$ cat config.mk
export PLATFORM = sky130hd
export DESIGN_NAME = text_console_cursor_writer_unit_flat
export DESIGN_NICKNAME = d
export VERILOG_FILES = /design/src/rtl/tccw_pkg.sv /design/src/rtl/tccw_if.sv /design/src/rtl/tccw_ctrl.sv /design/src/rtl/tccw_dp.sv /design/src/rtl/text_console_cursor_writer_unit.sv /design/src/flat_wrapper.sv
export SDC_FILE = /design/constraint.sdc
export NUM_CORES = 1
export LEC_CHECK = 0
export ABC_AREA = 1
export BUFFER_PORTS_ARGS = -buffer_cell sky130_fd_sc_hd__buf_4
export CORE_ASPECT_RATIO = 1.2
export CORE_MARGIN = 5
export CORE_UTILIZATION = 33
export CTS_CLUSTER_DIAMETER = 200
export DETAILED_ROUTE_END_ITERATION = 10
export SLEW_MARGIN = 20
export SYNTH_ARGS = -nofsm -noshare
export SYNTH_HDL_FRONTEND = slang
export SYNTH_HIERARCHICAL = 1
export SYNTH_SLANG_ARGS = --single-unit
$ cat constraint.sdc
create_clock -name clk -period 17.41 [get_ports clk]
set_clock_uncertainty 0.1 [all_clocks]
set_input_delay 0.8705 -clock clk [delete_from_list [all_inputs] [get_ports clk]]
set_output_delay 0.8705 -clock clk [all_outputs]
set_load 0.005 [all_outputs]
$ cat src/rtl/tccw_pkg.sv
// shared constants, types and helpers for the text console cursor writer
package tccw_pkg;

  // screen geometry
  localparam int COLUMNS = 80;
  localparam int ROWS    = 25;

  // field widths
  localparam int COL_W    = 7;
  localparam int ROW_W    = 5;
  localparam int ADDR_W   = 11;
  localparam int CELL_W   = 16;
  localparam int TAB_W    = 5;
  localparam int CFG_W    = 5;
  localparam int CFG_IDX_W = 3;

  // remainder unit: one quotient bit per step over the column value
  localparam int DIV_STEPS = COL_W;
  localparam int CNT_W     = $clog2(DIV_STEPS);

  // command opcodes
  typedef enum logic [1:0] {
    OP_PUT   = 2'd0,
    OP_GOTO  = 2'd1,
    OP_CLEAR = 2'd2,
    OP_NONE  = 2'd3
  } opcode_t;

  // control characters
  localparam logic [7:0] CH_BS = 8'h08;
  localparam logic [7:0] CH_HT = 8'h09;
  localparam logic [7:0] CH_LF = 8'h0A;
  localparam logic [7:0] CH_CR = 8'h0D;

  // register indexes
  localparam logic [CFG_IDX_W-1:0] REG_BACKGROUND = 3'd0;
  localparam logic [CFG_IDX_W-1:0] REG_TEXT       = 3'd1;
  localparam logic [CFG_IDX_W-1:0] REG_TAB        = 3'd2;
  localparam logic [CFG_IDX_W-1:0] REG_CUR_START  = 3'd3;
  localparam logic [CFG_IDX_W-1:0] REG_CUR_END    = 3'd4;

  // input item
  typedef struct packed {
    logic [1:0] opcode;
    logic [7:0] char_code;
    logic [7:0] goto_col;
    logic [7:0] goto_row;
    logic       to_screen;
  } in_item_t;

  // result item
  typedef struct packed {
    logic              write_valid;
    logic [ADDR_W-1:0] write_addr;
    logic [CELL_W-1:0] write_value;
    logic              scroll_up;
    logic              clear_all;
    logic [CELL_W-1:0] fill_value;
    logic [ADDR_W-1:0] cursor_addr;
    logic              cursor_load;
    logic              target_screen;
  } out_item_t;

  // controller to datapath
  typedef struct packed {
    logic start;
    logic div_step;
    logic commit;
  } ctrl_cmd_t;

  // datapath to controller
  typedef struct packed {
    logic in_is_tab;
  } dp_status_t;

  // linear cell index, kept to the address width
  function automatic logic [ADDR_W-1:0] lin_addr(input logic [COL_W-1:0] col,
                                                 input logic [ROW_W-1:0] row);
    logic [ADDR_W+1:0] sum;
    sum = (ADDR_W+2)'(row) * (ADDR_W+2)'(COLUMNS) + (ADDR_W+2)'(col);
    return sum[ADDR_W-1:0];
  endfunction

endpackage

$ cat src/rtl/tccw_if.sv
// handshake channels for commands and results
interface tccw_cmd_if;
  import tccw_pkg::*;
  logic       valid;
  logic       ready;
  logic [1:0] opcode;
  logic [7:0] char_code;
  logic [7:0] goto_col;
  logic [7:0] goto_row;
  logic       to_screen;

  modport source(output valid, opcode, char_code, goto_col, goto_row, to_screen,
                 input ready);
  modport sink(input valid, opcode, char_code, goto_col, goto_row, to_screen,
               output ready);
endinterface

interface tccw_res_if;
  import tccw_pkg::*;
  logic              valid;
  logic              ready;
  logic              write_valid;
  logic [ADDR_W-1:0] write_addr;
  logic [CELL_W-1:0] write_value;
  logic              scroll_up;
  logic              clear_all;
  logic [CELL_W-1:0] fill_value;
  logic [ADDR_W-1:0] cursor_addr;
  logic              cursor_load;
  logic              target_screen;

  modport source(output valid, write_valid, write_addr, write_value, scroll_up,
                 clear_all, fill_value, cursor_addr, cursor_load, target_screen,
                 input ready);
  modport sink(input valid, write_valid, write_addr, write_value, scroll_up,
               clear_all, fill_value, cursor_addr, cursor_load, target_screen,
               output ready);
endinterface

$ cat src/rtl/tccw_ctrl.sv
// sequencing state machine for the cursor writer
module tccw_ctrl (
  input  logic                 clk,
  input  logic                 rst,
  input  logic                 in_valid,
  output logic                 in_ready,
  output logic                 out_valid,
  input  logic                 out_ready,
  input  tccw_pkg::dp_status_t status,
  output tccw_pkg::ctrl_cmd_t  cmd
);
  import tccw_pkg::*;

  typedef enum logic [1:0] {
    S_IDLE,
    S_DIV,
    S_EXEC
  } state_t;

  localparam logic [CNT_W-1:0] DIV_LAST = CNT_W'(DIV_STEPS - 1);

  state_t           state;
  logic [CNT_W-1:0] cnt;

  // command decode
  always_comb begin
    in_ready     = (state == S_IDLE);
    cmd.start    = in_valid && in_ready;
    cmd.div_step = (state == S_DIV);
    cmd.commit   = (state == S_EXEC) && (!out_valid || out_ready);
  end

  // state, step count and result valid
  always_ff @(posedge clk) begin
    if (rst) begin
      state     <= S_IDLE;
      cnt       <= '0;
      out_valid <= 1'b0;
    end else begin
      if (out_valid && out_ready) begin
        out_valid <= 1'b0;
      end
      unique case (state)
        S_IDLE: begin
          if (cmd.start) begin
            cnt   <= '0;
            state <= status.in_is_tab ? S_DIV : S_EXEC;
          end
        end
        S_DIV: begin
          cnt <= cnt + 1'b1;
          if (cnt == DIV_LAST) begin
            state <= S_EXEC;
          end
        end
        S_EXEC: begin
          if (cmd.commit) begin
            out_valid <= 1'b1;
            state     <= S_IDLE;
          end
        end
        default: state <= S_IDLE;
      endcase
    end
  end

`ifndef ASSERT_OFF
  // a result is only written into a free or draining output register
  a_commit_free: assert property (@(posedge clk) disable iff (rst)
    cmd.commit |-> (!out_valid || out_ready))
    else $error("commit over an untaken result");

  // a new result appears only after a commit
  a_valid_source: assert property (@(posedge clk) disable iff (rst)
    $rose(out_valid) |-> $past(cmd.commit))
    else $error("result valid without commit");

  // the remainder unit runs exactly its step count
  a_div_length: assert property (@(posedge clk) disable iff (rst)
    (state == S_DIV && cnt == DIV_LAST) |=> state == S_EXEC)
    else $error("remainder steps overran");

  // an accepted command leaves idle
  a_start_busy: assert property (@(posedge clk) disable iff (rst)
    cmd.start |=> !in_ready)
    else $error("still idle after a transfer");
`endif

endmodule

$ cat src/rtl/tccw_dp.sv
// cursor state, registers, remainder unit and result register
module tccw_dp (
  input  logic                               clk,
  input  logic                               rst,
  input  logic                               cfg_we,
  input  logic [tccw_pkg::CFG_IDX_W-1:0]     cfg_index,
  input  logic [tccw_pkg::CFG_W-1:0]         cfg_data,
  input  tccw_pkg::in_item_t                 item_in,
  input  tccw_pkg::ctrl_cmd_t                cmd,
  output tccw_pkg::dp_status_t               status,
  output tccw_pkg::out_item_t                result
);
  import tccw_pkg::*;

  // configuration registers
  logic [3:0]       background_colour;
  logic [3:0]       text_colour;
  logic [TAB_W-1:0] tab_width;
  logic [4:0]       cursor_start_line;
  logic [4:0]       cursor_end_line;

  // cursor and captured command
  logic [COL_W-1:0] cursor_col;
  logic [ROW_W-1:0] cursor_row;
  in_item_t         item;

  // remainder unit
  logic [TAB_W-1:0] rem;
  logic [COL_W-1:0] dividend;
  logic [TAB_W-1:0] tw1;
  logic [TAB_W:0]   trial;
  logic [TAB_W-1:0] rem_next;

  // next cursor and result
  logic [COL_W:0]   col_next;
  logic [ROW_W:0]   row_next;
  logic [COL_W-1:0] col_final;
  logic [ROW_W-1:0] row_final;
  out_item_t        result_next;
  logic [CELL_W-1:0] attr;

  assign status.in_is_tab = (opcode_t'(item_in.opcode) == OP_PUT) &&
                            (item_in.char_code == CH_HT);

  assign tw1  = (tab_width == '0) ? TAB_W'(1) : tab_width;
  assign attr = {background_colour, text_colour, 8'h00};

  // register writes
  always_ff @(posedge clk) begin
    if (rst) begin
      background_colour <= 4'd0;
      text_colour       <= 4'd7;
      tab_width         <= 5'd4;
      cursor_start_line <= 5'd14;
      cursor_end_line   <= 5'd15;
    end else if (cfg_we) begin
      unique case (cfg_index)
        REG_BACKGROUND: background_colour <= cfg_data[3:0];
        REG_TEXT:       text_colour       <= cfg_data[3:0];
        REG_TAB:        tab_width         <= cfg_data;
        REG_CUR_START:  cursor_start_line <= cfg_data;
        REG_CUR_END:    cursor_end_line   <= cfg_data;
        default: ;
      endcase
    end
  end

  // one restoring step of column modulo tab width
  always_comb begin
    trial = {rem, dividend[COL_W-1]};
    if (trial >= {1'b0, tw1}) begin
      rem_next = TAB_W'(trial - {1'b0, tw1});
    end else begin
      rem_next = trial[TAB_W-1:0];
    end
  end

  always_ff @(posedge clk) begin
    if (cmd.start) begin
      item     <= item_in;
      rem      <= '0;
      dividend <= cursor_col;
    end else if (cmd.div_step) begin
      rem      <= rem_next;
      dividend <= {dividend[COL_W-2:0], 1'b0};
    end
  end

  // command effect on the cursor and the result fields
  always_comb begin
    col_next    = {1'b0, cursor_col};
    row_next    = {1'b0, cursor_row};
    result_next = '0;
    result_next.target_screen = item.to_screen;
    case (opcode_t'(item.opcode))
      OP_PUT: begin
        if (item.char_code == CH_BS) begin
          if (cursor_col != '0) begin
            col_next = col_next - 1'b1;
          end
        end else if (item.char_code == CH_HT) begin
          // next stop: column less remainder plus width
          col_next = col_next - (COL_W+1)'(rem) + (COL_W+1)'(tw1);
        end else if (item.char_code == CH_LF) begin
          col_next = '0;
          row_next = row_next + 1'b1;
        end else if (item.char_code == CH_CR) begin
          col_next = '0;
        end else begin
          result_next.write_valid = 1'b1;
          result_next.write_addr  = lin_addr(cursor_col, cursor_row);
          result_next.write_value = attr | CELL_W'(item.char_code);
          col_next = col_next + 1'b1;
        end
        // line end wrap
        if (col_next >= (COL_W+1)'(COLUMNS)) begin
          col_next = '0;
          row_next = row_next + 1'b1;
        end
        // past the last row: clamp, scroll unless both cursor lines are zero
        if (row_next >= (ROW_W+1)'(ROWS)) begin
          row_next = (ROW_W+1)'(ROWS - 1);
          if (!(cursor_start_line == '0 && cursor_end_line == '0)) begin
            result_next.scroll_up  = 1'b1;
            result_next.fill_value = attr;
          end
        end
        result_next.cursor_load = item.to_screen;
      end
      OP_GOTO: begin
        if (item.goto_col <= 8'(COLUMNS - 1) && item.goto_row <= 8'(ROWS - 1)) begin
          col_next = (COL_W+1)'(item.goto_col);
          row_next = (ROW_W+1)'(item.goto_row);
          result_next.cursor_load = item.to_screen;
        end
      end
      OP_CLEAR: begin
        result_next.clear_all   = 1'b1;
        result_next.fill_value  = attr | CELL_W'(item.char_code);
        col_next = '0;
        row_next = '0;
        result_next.cursor_load = item.to_screen;
      end
      default: ;
    endcase
    col_final = col_next[COL_W-1:0];
    row_final = row_next[ROW_W-1:0];
    result_next.cursor_addr = lin_addr(col_final, row_final);
  end

  // cursor update
  always_ff @(posedge clk) begin
    if (rst) begin
      cursor_col <= '0;
      cursor_row <= '0;
    end else if (cmd.commit) begin
      cursor_col <= col_final;
      cursor_row <= row_final;
    end
  end

  // result register
  always_ff @(posedge clk) begin
    if (cmd.commit) begin
      result <= result_next;
    end
  end

endmodule

$ cat src/rtl/text_console_cursor_writer_unit.sv
// top level of the text console cursor writer
// a tab put goes from idle through the remainder steps to execute, others go
// straight there; the bit-serial remainder unit gives one quotient bit per cycle
// over the 7-bit column; a command is taken only in idle, after the last commits
// a result waits in the output register while the next command is taken
// reset: cursor home, registers to defaults, output register empty
module text_console_cursor_writer_unit (
  input  logic                           clk,
  input  logic                           rst,
  input  logic                           cfg_we,
  input  logic [tccw_pkg::CFG_IDX_W-1:0] cfg_index,
  input  logic [tccw_pkg::CFG_W-1:0]     cfg_data,
  tccw_cmd_if.sink                       cmd,
  tccw_res_if.source                     res
);
  import tccw_pkg::*;

  ctrl_cmd_t  ctrl;
  dp_status_t status;
  in_item_t   item_in;
  out_item_t  result;

  // command payload into the datapath
  always_comb begin
    item_in.opcode    = cmd.opcode;
    item_in.char_code = cmd.char_code;
    item_in.goto_col  = cmd.goto_col;
    item_in.goto_row  = cmd.goto_row;
    item_in.to_screen = cmd.to_screen;
  end

  tccw_ctrl u_ctrl (
    .clk       (clk),
    .rst       (rst),
    .in_valid  (cmd.valid),
    .in_ready  (cmd.ready),
    .out_valid (res.valid),
    .out_ready (res.ready),
    .status    (status),
    .cmd       (ctrl)
  );

  tccw_dp u_dp (
    .clk       (clk),
    .rst       (rst),
    .cfg_we    (cfg_we),
    .cfg_index (cfg_index),
    .cfg_data  (cfg_data),
    .item_in   (item_in),
    .cmd       (ctrl),
    .status    (status),
    .result    (result)
  );

  // result payload out
  always_comb begin
    res.write_valid   = result.write_valid;
    res.write_addr    = result.write_addr;
    res.write_value   = result.write_value;
    res.scroll_up     = result.scroll_up;
    res.clear_all     = result.clear_all;
    res.fill_value    = result.fill_value;
    res.cursor_addr   = result.cursor_addr;
    res.cursor_load   = result.cursor_load;
    res.target_screen = result.target_screen;
  end

endmodule
$ cat src/flat_wrapper.sv
// flat-port wrapper written by rule: the top's interface ports become plain ports
module text_console_cursor_writer_unit_flat import tccw_pkg::*;
  (clk, rst, cfg_we, cfg_index, cfg_data, cmd_valid, cmd_opcode, cmd_char_code, cmd_goto_col, cmd_goto_row, cmd_to_screen, cmd_ready, res_valid, res_write_valid, res_write_addr, res_write_value, res_scroll_up, res_clear_all, res_fill_value, res_cursor_addr, res_cursor_load, res_target_screen, res_ready);
  tccw_cmd_if cmd_i ();
  tccw_res_if res_i ();
  input  logic clk;
  input  logic rst;
  input  logic cfg_we;
  input  logic [tccw_pkg::CFG_IDX_W-1:0] cfg_index;
  input  logic [tccw_pkg::CFG_W-1:0] cfg_data;
  input wire logic [$bits(cmd_i.valid)-1:0] cmd_valid;
  input wire logic [$bits(cmd_i.opcode)-1:0] cmd_opcode;
  input wire logic [$bits(cmd_i.char_code)-1:0] cmd_char_code;
  input wire logic [$bits(cmd_i.goto_col)-1:0] cmd_goto_col;
  input wire logic [$bits(cmd_i.goto_row)-1:0] cmd_goto_row;
  input wire logic [$bits(cmd_i.to_screen)-1:0] cmd_to_screen;
  output wire logic [$bits(cmd_i.ready)-1:0] cmd_ready;
  output wire logic [$bits(res_i.valid)-1:0] res_valid;
  output wire logic [$bits(res_i.write_valid)-1:0] res_write_valid;
  output wire logic [$bits(res_i.write_addr)-1:0] res_write_addr;
  output wire logic [$bits(res_i.write_value)-1:0] res_write_value;
  output wire logic [$bits(res_i.scroll_up)-1:0] res_scroll_up;
  output wire logic [$bits(res_i.clear_all)-1:0] res_clear_all;
  output wire logic [$bits(res_i.fill_value)-1:0] res_fill_value;
  output wire logic [$bits(res_i.cursor_addr)-1:0] res_cursor_addr;
  output wire logic [$bits(res_i.cursor_load)-1:0] res_cursor_load;
  output wire logic [$bits(res_i.target_screen)-1:0] res_target_screen;
  input wire logic [$bits(res_i.ready)-1:0] res_ready;
  assign cmd_i.valid = cmd_valid;
  assign cmd_i.opcode = cmd_opcode;
  assign cmd_i.char_code = cmd_char_code;
  assign cmd_i.goto_col = cmd_goto_col;
  assign cmd_i.goto_row = cmd_goto_row;
  assign cmd_i.to_screen = cmd_to_screen;
  assign cmd_ready = cmd_i.ready;
  assign res_valid = res_i.valid;
  assign res_write_valid = res_i.write_valid;
  assign res_write_addr = res_i.write_addr;
  assign res_write_value = res_i.write_value;
  assign res_scroll_up = res_i.scroll_up;
  assign res_clear_all = res_i.clear_all;
  assign res_fill_value = res_i.fill_value;
  assign res_cursor_addr = res_i.cursor_addr;
  assign res_cursor_load = res_i.cursor_load;
  assign res_target_screen = res_i.target_screen;
  assign res_i.ready = res_ready;
  text_console_cursor_writer_unit u_core (.clk(clk), .rst(rst), .cfg_we(cfg_we), .cfg_index(cfg_index), .cfg_data(cfg_data), .cmd(cmd_i), .res(res_i));
endmodule
==> impl_metrics.env <==
export IMPL_initial_core_util=0.3355
export IMPL_finalNetCount=1064
export IMPL_synth_ff_latch_count=139
export IMPL_dieWidth_um=150.4
export IMPL_hold_class="flip-flop to flip-flop"
export IMPL_power_leakage_nw=4.223
export IMPL_timing_critical_path_to_type="flip-flop"
export IMPL_setup_tns_ns=0
export IMPL_register_area_um2=3714
export IMPL_arrival_ns=5.44
export IMPL_grt_setup_unrepaired="false"
export IMPL_fillerInstances=2284
export IMPL_clock_tree_buffer_depth=2
export IMPL_worst_path_largest_cell_delay_ns=0.62
export IMPL_synth_nets=958
export IMPL_die_height_um=178.5
export IMPL_critPathKind="flip-flop to flip-flop"
export IMPL_grt_met2_usage=0.2457
export IMPL_area_growth_synth_to_final_pct=21.36
export IMPL_number_of_antenna_violations_at_the_first_check_in_global_routing=0
export IMPL_cts_sink_count=139
export IMPL_antennaDiodeCount=0
export IMPL_reg2reg_depth=32
export IMPL_tritoncts_clock_tree="built"
export IMPL_first_pass_grt_wire_length_um=31290
export IMPL_postSynth_topFlopCell="sky130_fd_sc_hd__edfxtp_1"
export IMPL_post_dp_hpwl_um=14290
export IMPL_ports=101
export IMPL_worst_hold_slack_ns=0.3566
export IMPL_cp_slowest_cell="sky130_fd_sc_hd__dfxtp_1"
export IMPL_avgSynthCellArea_um2=9.008
export IMPL_worst_setup_path_start_kind="flip-flop"
export IMPL_netlist_area_um2=7810
export IMPL_postPlaceCellArea_um2=8892
export IMPL_use_met3=0.03126
export IMPL_buffer_ports_inserted=100
export IMPL_ys_warn_count=6
export IMPL_layout_cells_sized_above_1=0.2110
export IMPL_path_common_cell="sky130_fd_sc_hd__nand2_1"
export IMPL_avgViaCountPerCell=4.704
export IMPL_vias_in_the_first_global_route=6116
export IMPL_post_cts_resize_count=0
export IMPL_gp_routability_congestion=0.9121
export IMPL_hold_buffers=0
export IMPL_vdd_ir_drop_max_mv=0.06507
export IMPL_tritoncts_num_buffers=17
export IMPL_preCtsSetupSlack_ns=12.08
export IMPL_postSynth_asyncResetShare=0
export IMPL_worst_skew_pair_late_latency_ns=0.43
export IMPL_drt_total_wl_um=19240
export IMPL_post_synth_top_area_fraction=0.3576
export IMPL_run_status="finished clean"
export IMPL_min_period_ns=5.356
export IMPL_worst_slack_ns=12.05
export IMPL_timing_max_slew_rel_slack=0.3289
export IMPL_worst_path_max_fanout=13
export IMPL_final_antenna_net_count=0
export IMPL_min_path_cells=0
export IMPL_fmax_mhz=186.7
export IMPL_cts_root_buf="sky130_fd_sc_hd__clkbuf_16"
export IMPL_netlist_top_cell_by_area="sky130_fd_sc_hd__edfxtp_1"
export IMPL_grt_remaining_overflow=0
export IMPL_timing_final_crit_share=0.3076
export IMPL_netlist_instances=867
export IMPL_max_cap_violations=0
export IMPL_grt_busiest_layer="met2"
export IMPL_postLayoutCellArea_um2=9478
export IMPL_cts_reportedPaths_clkPinSlew_ns=0.07
export IMPL_floorplan_rows=61
export IMPL_synth_edff_count=93
export IMPL_drc_viols=0
export IMPL_globalRouteMet1Util=0.1907
export IMPL_cts_htree_levels=4
export IMPL_final_core_utilization=0.4071
export IMPL_synth_area_top_cells="sky130_fd_sc_hd__edfxtp_1 36%, sky130_fd_sc_hd__dfxtp_1 12%, sky130_fd_sc_hd__nand2_1 7.2%"
export IMPL_finalSetupViolCount=0
export IMPL_placeableCoreArea_um2=23280
export IMPL_area_used_by_multi_input_combinational_logic_um2=3467
export IMPL_unique_masters_post_synth=52
export IMPL_post_cts_setup_buffer_count=0
export IMPL_die_area_um2=26860
export IMPL_largest_net_degree_at_the_start_of_global_routing=73
export IMPL_synth_seq_area_share=0.4755
export IMPL_grt_total_usage=0.1496
export IMPL_detailroute_via_count=6120
export IMPL_drt_iter0_drc=396
export IMPL_final_max_slew_violation_count=0
export IMPL_tightest_slew_ns=1.006
export IMPL_timing_critical_path_required_ns=17.49
export IMPL_power_density_cell_area_nw_per_um2=97.47
export IMPL_timing_final_hold_violations=0
export IMPL_drt_pass1_iterations=5
export IMPL_routed_wire_length_per_instance_um=14.79
## placed cells by master (no fill, tap or decap), types with 3 or more instances in the layout
cell	n
sky130_fd_sc_hd__nand2_1	149
sky130_fd_sc_hd__inv_1	127
sky130_fd_sc_hd__buf_4	102
sky130_fd_sc_hd__edfxtp_1	93
sky130_fd_sc_hd__nor2_1	82
sky130_fd_sc_hd__o21ai_0	52
sky130_fd_sc_hd__nand3_1	47
sky130_fd_sc_hd__dfxtp_1	46
sky130_fd_sc_hd__ha_1	41
sky130_fd_sc_hd__a21oi_1	36
sky130_fd_sc_hd__o211ai_1	19
sky130_fd_sc_hd__nor2_2	18
sky130_fd_sc_hd__clkbuf_16	17
sky130_fd_sc_hd__xor2_1	15
sky130_fd_sc_hd__inv_2	14
sky130_fd_sc_hd__nand2_4	10
sky130_fd_sc_hd__fa_1	10
sky130_fd_sc_hd__nand4_1	9
sky130_fd_sc_hd__nand2_2	8
sky130_fd_sc_hd__nor3_1	6
sky130_fd_sc_hd__xnor2_1	6
sky130_fd_sc_hd__o22ai_1	6
sky130_fd_sc_hd__inv_6	5
sky130_fd_sc_hd__nor3_2	4
sky130_fd_sc_hd__or2_2	4
sky130_fd_sc_hd__o21ai_1	4
sky130_fd_sc_hd__nand3_2	4
sky130_fd_sc_hd__o2111ai_1	4
sky130_fd_sc_hd__clkinv_4	3
sky130_fd_sc_hd__clkinv_1	3
sky130_fd_sc_hd__nor2_4	3
sky130_fd_sc_hd__inv_4	3
sky130_fd_sc_hd__nand3_4	3
sky130_fd_sc_hd__nor4_1	3
## sequential cells by signal (all words and copies together) (netlist names)
name                           cells
u_core/u_ctrl/cnt                  3
u_core/u_ctrl/out_valid            1
u_core/u_ctrl/state                2
u_core/u_dp/background_colour      4
u_core/u_dp/cursor_col             7
u_core/u_dp/cursor_end_line        5
u_core/u_dp/cursor_row             5
u_core/u_dp/cursor_start_line      5
u_core/u_dp/dividend               7
u_core/u_dp/item                  27
u_core/u_dp/rem                    5
u_core/u_dp/result                59
u_core/u_dp/tab_width              5
u_core/u_dp/text_colour            4
## power by group
part / switching, mW / internal (mW) / total, mW
combinational: 0.101 / 0.0650 / 0.166
sequential: 0.0148 / 0.379 / 0.393
clock: 0.150 / 0.214 / 0.364
total: 0.266 / 0.657 / 0.924
## cells in the mapped netlist, types with 9 or more instances
cell	n
sky130_fd_sc_hd__nand2_1	149
sky130_fd_sc_hd__inv_1	127
sky130_fd_sc_hd__edfxtp_1	93
sky130_fd_sc_hd__nor2_1	82
sky130_fd_sc_hd__o21ai_0	52
sky130_fd_sc_hd__nand3_1	47
sky130_fd_sc_hd__dfxtp_1	46
sky130_fd_sc_hd__ha_1	41
sky130_fd_sc_hd__a21oi_1	36
sky130_fd_sc_hd__o211ai_1	19
sky130_fd_sc_hd__nor2_2	18
sky130_fd_sc_hd__xor2_1	15
sky130_fd_sc_hd__inv_2	14
sky130_fd_sc_hd__clkbuf_1	12
sky130_fd_sc_hd__fa_1	10
sky130_fd_sc_hd__nand2_4	10
sky130_fd_sc_hd__nand4_1	9
## final cells by class
cell class	count	area share
Clock buffer	18	0.04528
Clock inverter	14	0.01650
Inverter	145	0.05822
Multi-Input combinational cell	568	0.3658
Sequential cell	139	0.3918
Tap cell	315	0.04158
Timing Repair Buffer	102	0.08079
## cells by family after synthesis
kind of cell               count (synthesis)  synth area share
and+or+nand+nor                          360            0.2228
buffers and inverters                    160           0.08186
DFF                                      139            0.4755
AOI/OAI and AO/OA                        136            0.1049
adders and majority gates                 51           0.09132
xor gates and xnor gates                  21           0.02355
## routing by layer
layer / vias to the layer above / routed length [µm]
met5: - / 0
met4: 0 / 515
met3: 33 / 1109
met2: 167 / 9027
met1: 2820 / 8588
li1: 3100 / -
## stage by stage
stage / instances / power, mW
final: 1301 / 0.9238
after global routing: 1301 / 0.9727
after CTS: 1301 / 0.9351
after detailed placement: 1269 / 0.5671
after global placement: 1269 / 0.5653
after floorplan: 867 / 0.5109
## final timing paths
| check | slack, ns | end | start |
|---|---|---|---|
| setup / recovery | 12.05 | u_core/u_dp/result[12] | u_core/u_dp/cursor_col[2] |
| hold / removal | 0.36 | u_core/u_dp/result[0] | u_core/u_dp/item[0] |
| setup reg to reg | 12.05 | u_core/u_dp/result[12] | u_core/u_dp/cursor_col[2] |
| hold reg to reg | 0.36 | u_core/u_dp/result[0] | u_core/u_dp/item[0] |
## critical path, delay by kind of cell, from the launching register on
family                     cells  cell delay [ns]
adders and majority gates      5             1.69
DFF                            1             0.62
buffers and inverters          6             0.41
and+or+nand+nor               19             1.81
xor gates and xnor gates       2             0.45
(Power assumes the default switching activity.)
